--- config.mk ---
export PLATFORM = sky130hd
export DESIGN_NAME = mau_ctrl
export DESIGN_NICKNAME = d
export VERILOG_FILES = /design/src/sv/mau_pkg.sv /design/src/sv/mau_ctrl.sv
export SDC_FILE = /design/constraint.sdc
export NUM_CORES = 1
export LEC_CHECK = 0
export BUFFER_PORTS_ARGS = -buffer_cell sky130_fd_sc_hd__buf_2
export CAP_MARGIN = 15
export CORE_UTILIZATION = 40
export CTS_BUF_LIST = sky130_fd_sc_hd__clkbuf_16
export DETAILED_ROUTE_END_ITERATION = 10
export PLACE_DENSITY_LB_ADDON = 0.12
export SYNTH_ARGS = -nofsm -noshare
export SYNTH_HDL_FRONTEND = slang
export SYNTH_SLANG_ARGS = --single-unit
--- constraint.sdc ---
create_clock -name aclk -period 1.9 [get_ports aclk]
set_input_delay 0.285 -clock aclk [delete_from_list [all_inputs] [get_ports aclk]]
set_output_delay 0.285 -clock aclk [all_outputs]
set_load 0.01 [all_outputs]
--- src/sv/mau_pkg.sv ---
`timescale 1ns / 1ps
// Shared types, command codes and helpers for the modular arithmetic unit.
// No dependencies.
package mau_pkg;

    localparam int MOD_W = 32;
    localparam int OPND_W = 64;
    localparam int COEF_W = 34;   // Bezout coefficients, |c| <= modulus
    localparam int MUL_W = 34;
    localparam int CNT_W = 7;
    localparam int CMD_W = 5;
    localparam int PADDR_W = 3;
    localparam int PDATA_W = 32;

    localparam logic [MOD_W-1:0] MODULUS_RESET = 32'd998244353;
    localparam logic [CNT_W-1:0] DIV_FULL = 7'd64;
    localparam logic [CNT_W-1:0] DIV_HALF = 7'd32;

    // Operation selector codes
    localparam logic [2:0] OP_ADD = 3'd0;
    localparam logic [2:0] OP_SUB = 3'd1;
    localparam logic [2:0] OP_MUL = 3'd2;
    localparam logic [2:0] OP_DIV = 3'd3;
    localparam logic [2:0] OP_NEG = 3'd4;
    localparam logic [2:0] OP_INV = 3'd5;
    localparam logic [2:0] OP_POW = 3'd6;
    localparam logic [2:0] OP_UNUSED = 3'd7;   // gives result 0

    // Register index
    localparam logic REG_MODULUS = 1'b0;

    // Datapath commands
    localparam logic [CMD_W-1:0] CMD_NOP        = 5'd0;
    localparam logic [CMD_W-1:0] CMD_LOAD       = 5'd1;
    localparam logic [CMD_W-1:0] CMD_DIV_A      = 5'd2;
    localparam logic [CMD_W-1:0] CMD_SET_A      = 5'd3;
    localparam logic [CMD_W-1:0] CMD_DIV_B      = 5'd4;
    localparam logic [CMD_W-1:0] CMD_SET_B      = 5'd5;
    localparam logic [CMD_W-1:0] CMD_FIN_SIMPLE = 5'd6;
    localparam logic [CMD_W-1:0] CMD_MUL_AB     = 5'd7;
    localparam logic [CMD_W-1:0] CMD_MUL_AI     = 5'd8;
    localparam logic [CMD_W-1:0] CMD_MUL_ACC    = 5'd9;
    localparam logic [CMD_W-1:0] CMD_MUL_SQ     = 5'd10;
    localparam logic [CMD_W-1:0] CMD_MUL_TC     = 5'd11;
    localparam logic [CMD_W-1:0] CMD_DIV_PROD   = 5'd12;
    localparam logic [CMD_W-1:0] CMD_SET_RES    = 5'd13;
    localparam logic [CMD_W-1:0] CMD_SET_ACC    = 5'd14;
    localparam logic [CMD_W-1:0] CMD_SET_BASE   = 5'd15;
    localparam logic [CMD_W-1:0] CMD_INIT_INV_A = 5'd16;
    localparam logic [CMD_W-1:0] CMD_INIT_INV_B = 5'd17;
    localparam logic [CMD_W-1:0] CMD_INIT_INV_C = 5'd18;
    localparam logic [CMD_W-1:0] CMD_DIV_PQ     = 5'd19;
    localparam logic [CMD_W-1:0] CMD_EU_UPD     = 5'd20;
    localparam logic [CMD_W-1:0] CMD_DIV_C1     = 5'd21;
    localparam logic [CMD_W-1:0] CMD_SET_INV    = 5'd22;
    localparam logic [CMD_W-1:0] CMD_POW_INIT   = 5'd23;
    localparam logic [CMD_W-1:0] CMD_RES_ACC    = 5'd24;
    localparam logic [CMD_W-1:0] CMD_PUSH       = 5'd25;

    typedef struct packed {
        logic [2:0]               op;
        logic signed [OPND_W-1:0] operand_a;
        logic signed [OPND_W-1:0] operand_b;
    } in_beat_t;

    typedef struct packed {
        logic [MOD_W-1:0] result;
        logic             equal;
    } out_beat_t;

    typedef struct packed {
        logic [CMD_W-1:0] code;
    } dp_cmd_t;

    typedef struct packed {
        logic       div_busy;
        logic       q_zero;
        logic       e_zero;
        logic       e_lsb;
        logic       neg;
        logic [2:0] op;
    } dp_stat_t;

    function automatic logic [OPND_W-1:0] abs64(input logic [OPND_W-1:0] x);
        abs64 = x[OPND_W-1] ? (~x + 64'd1) : x;
    endfunction

    // Residue of a signed value given the remainder of its magnitude
    function automatic logic [MOD_W-1:0] fix_sign(input logic [MOD_W-1:0] rem,
                                                  input logic neg,
                                                  input logic [MOD_W-1:0] m);
        fix_sign = (neg && (rem != '0)) ? (m - rem) : rem;
    endfunction

endpackage

--- src/sv/mau_ctrl.sv ---
`timescale 1ns / 1ps
// Controller: sequences reduction, modular multiply, Euclid and power steps.
// Depends on mau_pkg.
module mau_ctrl (
    input  logic               aclk,
    input  logic               aresetn,
    input  logic               s_valid,
    output logic               s_ready,
    output logic               m_valid,
    input  logic               m_ready,
    input  mau_pkg::dp_stat_t  stat,
    output mau_pkg::dp_cmd_t   cmd
);

    localparam logic [3:0] S_IDLE    = 4'd0;
    localparam logic [3:0] S_RA      = 4'd1;
    localparam logic [3:0] S_RA_W    = 4'd2;
    localparam logic [3:0] S_RB      = 4'd3;
    localparam logic [3:0] S_RB_W    = 4'd4;
    localparam logic [3:0] S_DISP    = 4'd5;
    localparam logic [3:0] S_EU      = 4'd6;
    localparam logic [3:0] S_EU_W    = 4'd7;
    localparam logic [3:0] S_EU_UPD  = 4'd8;
    localparam logic [3:0] S_EU_C1W  = 4'd9;
    localparam logic [3:0] S_DIVMUL  = 4'd10;
    localparam logic [3:0] S_MM_DIV  = 4'd11;
    localparam logic [3:0] S_MM_WAIT = 4'd12;
    localparam logic [3:0] S_POW     = 4'd13;
    localparam logic [3:0] S_POW_SQ  = 4'd14;
    localparam logic [3:0] S_DONE    = 4'd15;

    // where a modular product lands
    localparam logic [1:0] D_RES  = 2'd0;
    localparam logic [1:0] D_ACC  = 2'd1;
    localparam logic [1:0] D_BASE = 2'd2;

    logic [3:0] state_reg, state_next;
    logic [1:0] dest_reg, dest_next;
    logic       m_valid_reg, m_valid_next;

    always_comb begin
        state_next = state_reg;
        dest_next  = dest_reg;
        cmd.code   = mau_pkg::CMD_NOP;
        s_ready    = 1'b0;
        case (state_reg)
            S_IDLE: begin
                s_ready = 1'b1;
                if (s_valid) begin
                    cmd.code   = mau_pkg::CMD_LOAD;
                    state_next = S_RA;
                end
            end
            S_RA: begin
                cmd.code   = mau_pkg::CMD_DIV_A;
                state_next = S_RA_W;
            end
            S_RA_W: begin
                if (!stat.div_busy) begin
                    cmd.code   = mau_pkg::CMD_SET_A;
                    state_next = S_RB;
                end
            end
            S_RB: begin
                cmd.code   = mau_pkg::CMD_DIV_B;
                state_next = S_RB_W;
            end
            S_RB_W: begin
                if (!stat.div_busy) begin
                    cmd.code   = mau_pkg::CMD_SET_B;
                    state_next = S_DISP;
                end
            end
            S_DISP: begin
                case (stat.op)
                    mau_pkg::OP_MUL: begin
                        cmd.code   = mau_pkg::CMD_MUL_AB;
                        dest_next  = D_RES;
                        state_next = S_MM_DIV;
                    end
                    mau_pkg::OP_DIV: begin
                        cmd.code   = mau_pkg::CMD_INIT_INV_B;
                        state_next = S_EU;
                    end
                    mau_pkg::OP_INV: begin
                        cmd.code   = mau_pkg::CMD_INIT_INV_A;
                        state_next = S_EU;
                    end
                    mau_pkg::OP_POW: begin
                        cmd.code   = mau_pkg::CMD_POW_INIT;
                        state_next = S_POW;
                    end
                    default: begin
                        cmd.code   = mau_pkg::CMD_FIN_SIMPLE;
                        state_next = S_DONE;
                    end
                endcase
            end
            S_EU: begin
                if (stat.q_zero) begin
                    cmd.code   = mau_pkg::CMD_DIV_C1;
                    state_next = S_EU_C1W;
                end else begin
                    cmd.code   = mau_pkg::CMD_DIV_PQ;
                    state_next = S_EU_W;
                end
            end
            S_EU_W: begin
                if (!stat.div_busy) begin
                    cmd.code   = mau_pkg::CMD_MUL_TC;
                    state_next = S_EU_UPD;
                end
            end
            S_EU_UPD: begin
                cmd.code   = mau_pkg::CMD_EU_UPD;
                state_next = S_EU;
            end
            S_EU_C1W: begin
                if (!stat.div_busy) begin
                    cmd.code   = mau_pkg::CMD_SET_INV;
                    state_next = (stat.op == mau_pkg::OP_DIV) ? S_DIVMUL : S_DONE;
                end
            end
            S_DIVMUL: begin
                cmd.code   = mau_pkg::CMD_MUL_AI;
                dest_next  = D_RES;
                state_next = S_MM_DIV;
            end
            S_MM_DIV: begin
                cmd.code   = mau_pkg::CMD_DIV_PROD;
                state_next = S_MM_WAIT;
            end
            S_MM_WAIT: begin
                if (!stat.div_busy) begin
                    case (dest_reg)
                        D_ACC: begin
                            cmd.code   = mau_pkg::CMD_SET_ACC;
                            state_next = S_POW_SQ;
                        end
                        D_BASE: begin
                            cmd.code   = mau_pkg::CMD_SET_BASE;
                            state_next = S_POW;
                        end
                        default: begin
                            cmd.code   = mau_pkg::CMD_SET_RES;
                            state_next = S_DONE;
                        end
                    endcase
                end
            end
            S_POW: begin
                if (stat.e_zero) begin
                    if (stat.neg) begin
                        cmd.code   = mau_pkg::CMD_INIT_INV_C;
                        state_next = S_EU;
                    end else begin
                        cmd.code   = mau_pkg::CMD_RES_ACC;
                        state_next = S_DONE;
                    end
                end else if (stat.e_lsb) begin
                    cmd.code   = mau_pkg::CMD_MUL_ACC;
                    dest_next  = D_ACC;
                    state_next = S_MM_DIV;
                end else begin
                    state_next = S_POW_SQ;
                end
            end
            S_POW_SQ: begin
                cmd.code   = mau_pkg::CMD_MUL_SQ;
                dest_next  = D_BASE;
                state_next = S_MM_DIV;
            end
            S_DONE: begin
                if (!m_valid_reg || m_ready) begin
                    cmd.code   = mau_pkg::CMD_PUSH;
                    state_next = S_IDLE;
                end
            end
            default: state_next = S_IDLE;
        endcase
    end

    always_comb begin
        m_valid_next = m_valid_reg;
        if (cmd.code == mau_pkg::CMD_PUSH) begin
            m_valid_next = 1'b1;
        end else if (m_ready) begin
            m_valid_next = 1'b0;
        end
    end

    always_ff @(posedge aclk) begin
        if (!aresetn) begin
            state_reg   <= S_IDLE;
            dest_reg    <= D_RES;
            m_valid_reg <= 1'b0;
        end else begin
            state_reg   <= state_next;
            dest_reg    <= dest_next;
            m_valid_reg <= m_valid_next;
        end
    end

    assign m_valid = m_valid_reg;

endmodule

==> flow_metrics.env <==
export IMPL_use_met2_pct=37.2
export IMPL_avgSynthCellArea_sq_um=7.13
export IMPL_core_area_sq_mm=0.00225
export IMPL_hold_depth=2
export IMPL_cap_violations=0
export IMPL_grt_overflow=0
export IMPL_use_met1_pct=31.5
export IMPL_drive_gt1_share_pct=33.3
export IMPL_largest_reg_flops=4
export IMPL_muxShareOfSynthArea_pct=3.18
export IMPL_area_growth_pct=29.3
export IMPL_cts_tree="built"
export IMPL_synth_seq_area_share_pct=14.2
export IMPL_portBuffers=18
export IMPL_initial_core_util_pct=43.6
export IMPL_grt_max_degree=22
export IMPL_rows=17
export IMPL_min_period_ns=1.89
export IMPL_cp_data_arrival_time_ns=1.60
export IMPL_cts_buffers=3
export IMPL_final_cell_mix="buf_2 (18), nand2_1 (12), buf_4 (9)"
export IMPL_routabilityCongestion=0.897
export IMPL_gr_max_usage_layer="met2"
export IMPL_viasPerCell=6.02
export IMPL_drcViolationCount=0
export IMPL_synth_area_sq_um=983
export IMPL_syn_nets=152
export IMPL_clockBufferDepth=2
export IMPL_drt_initial_drc_count=51
export IMPL_relSlewSlack_pct=79.3
export IMPL_p_per_area_mw_per_mm2=1310
export IMPL_async_flop_share_pct=0
export IMPL_place_hpwl_um=2120
export IMPL_yosys_area_share_simple_pct=31.9
export IMPL_root_buffer="clkbuf_16"
export IMPL_critPathLaunchType="flop"
export IMPL_grt_pass1_vias=1051
export IMPL_finClkSkew_ns=0.00243
export IMPL_synth_fa_ha_area_share_pct=2.54
export IMPL_holdCritPathClass="in2reg"
export IMPL_ys_warn_count=0
export IMPL_place_area_sq_mm=0.00113
export IMPL_wl_per_cell_um=15.3
export IMPL_crit_buf_inv=2
export IMPL_netlist_area_leader_share_pct=14.2
export IMPL_crit_path_max_incr_delay_ns=0.31
export IMPL_grt_pass1_wl_um=4750
export IMPL_crit_path_end_kind="output pin"
export IMPL_synth_flop_cell="dfxtp_1"
export IMPL_synth_edf_count=0
export IMPL_mostFrequentLayoutCell="buf_2"
export IMPL_synth_xor_area_share_pct=0.891
export IMPL_final_cell_count_no_fill=187
export IMPL_fin_nets=174
export IMPL_h_tree_depth=1
export IMPL_io_pins=19
export IMPL_vdd_drop_max_mv=1.06
export IMPL_route_vias_total=1125
export IMPL_crit_cells=8
export IMPL_path_class="reg2out"
export IMPL_dp_cells=182
export IMPL_fin_hold_ws_ns=0.374
export IMPL_maxSlewViolCount=0
export IMPL_path_max_fanout=2
export IMPL_fin_crit_sh_pct=99.4
export IMPL_crit_chain="buf_4 > ha_4 > nor4b_2 > o21a_1 > nor2_1 > o2bb2ai_1 > o21a_1 > buf_2"
export IMPL_rsz0062_at_grt="yes"
export IMPL_ant_nets=0
export IMPL_ff2ff_path_depth=5
export IMPL_use_met3_pct=2.34
export IMPL_stdcell_area_sq_mm=0.00127
export IMPL_status="finished clean"
export IMPL_clock_sinks=7
export IMPL_hp_start="aresetn"
export IMPL_hold_violations=0
export IMPL_critPathTopFamily="compound AO/OA/AOI/OAI gates"
export IMPL_wl_um=2850
export IMPL_num_antenna_cells=0
export IMPL_cts_reportedPaths_clkPinSlew_ns=0.04
export IMPL_fmax_ghz=0.529
export IMPL_track_usage_pct=23.6
export IMPL_synth_top_family_by_area="compound AO/OA/AOI/OAI gates"
export IMPL_startpoint="dest_reg[0]"
export IMPL_holdBufCountCts=0
export IMPL_required_ns=1.62
export IMPL_cp_common_cell="o21a_1"
export IMPL_synth_area_leaders="dfxtp_1 (14%), nand2_1 (4.6%), a31oi_1 (3.8%)"
export IMPL_die_width_um=51.6
export IMPL_synth_compound_area_share_pct=37.5
export IMPL_first_pass_iters=4
export IMPL_die_area_sq_mm=0.00266
export IMPL_die_y_um=51.6
export IMPL_synthesis_instances=138
export IMPL_synth_top_cell_by_area="dfxtp_1"
export IMPL_clk_insertion_delay_late_ns=0.23
export IMPL_setup_violations=0
export IMPL_crit_slowest_cell="dfxtp_2"
export IMPL_ys_ff_latch=7
export IMPL_worstMarginPinSlew_ns=0.307
export IMPL_r2r_start="state_reg[1]"
export IMPL_yosys_cell_types_count=50
export IMPL_antenna_found_initial=0
export IMPL_p_leak_nw=0.468
[final timing paths]
| path | slack [ns] | to |
|---|---|---|
| setup / recovery | 0.01 | cmd[0] |
| hold / removal | 0.37 | dest_reg[1] |
| setup reg to reg | 0.34 | state_reg[3] |
| hold reg to reg | 0.56 | dest_reg[1] |
[layout make-up]
| class | count | area (sq um) |
|---|---|---|
| clock buffers | 3 | 75.1 |
| clock inverters | 1 | 3.75 |
| fillers | 222 | 983 |
| inverters | 5 | 18.8 |
| multi-input cells | 113 | 787 |
| flip-flops and latches | 7 | 151 |
| well taps | 28 | 35.0 |
| repair buffers | 30 | 200 |
[kinds of logic (layout without fill, tap and decap cells)]
kind of cell,Yosys count,in the layout
AOI/OAI and AO/OA,51,51
buffers and inverters,18,39
xor gates and xnor gates,1,1
DFF,7,7
adders and majority gates,2,2
muxes,3,3
and+or+nand+nor,56,56
[metal layers]
| layer | wire length [um] | share of wire [%] |
|---|---|---|
| met5 | 0 | 0 |
| met4 | 72 | 2.5 |
| met1 | 1280 | 45 |
| met3 | 164 | 5.7 |
| met2 | 1340 | 47 |
[cells in the mapped netlist, types with 3 or more instances]
master and instances:
inv_1 4, nor2b_1 4, a31oi_1 6, dfxtp_1 7
a21oi_1 6, nor2_1 9, o21ai_0 7, o21ai_1 3
nor3_1 6, o22ai_1 5, nand3b_1 3, nand2b_1 6
nand3_1 5, o21a_1 3, nand2_1 12, buf_2 7
buf_4 3
[timing repair]
action,4_1_cts,5_1_grt
cloned,0,0
hold endpoints to repair,0,0
pin swaps,0,6
resized for setup,6,10
setup endpoints to repair,4,5
setup buffers,0,1
[report_power, final]
part           total (W)  internal (W)  switching, W
clock           0.000357      0.000274     0.0000833
sequential      0.000251      0.000184     0.0000672
combinational    0.00105      0.000477      0.000576
[metrics by stage]
step	utilization (%)	worst slack [ns]	setup TNS, ns	total power [W]
6_report	56.4	0.0112	0	0.00166
5_1_grt	56.4	-0.0666	-0.129	0.00178
4_1_cts	54.4	0.0107	0	0.00165
3_5_place_dp	50.0	0.162	0	0.00126
3_3_place_gp	50.0	0.198	0	0.00126
2_1_floorplan	-	0.297	0	0.000975
Note: power is estimated with default switching activity, not from simulation.
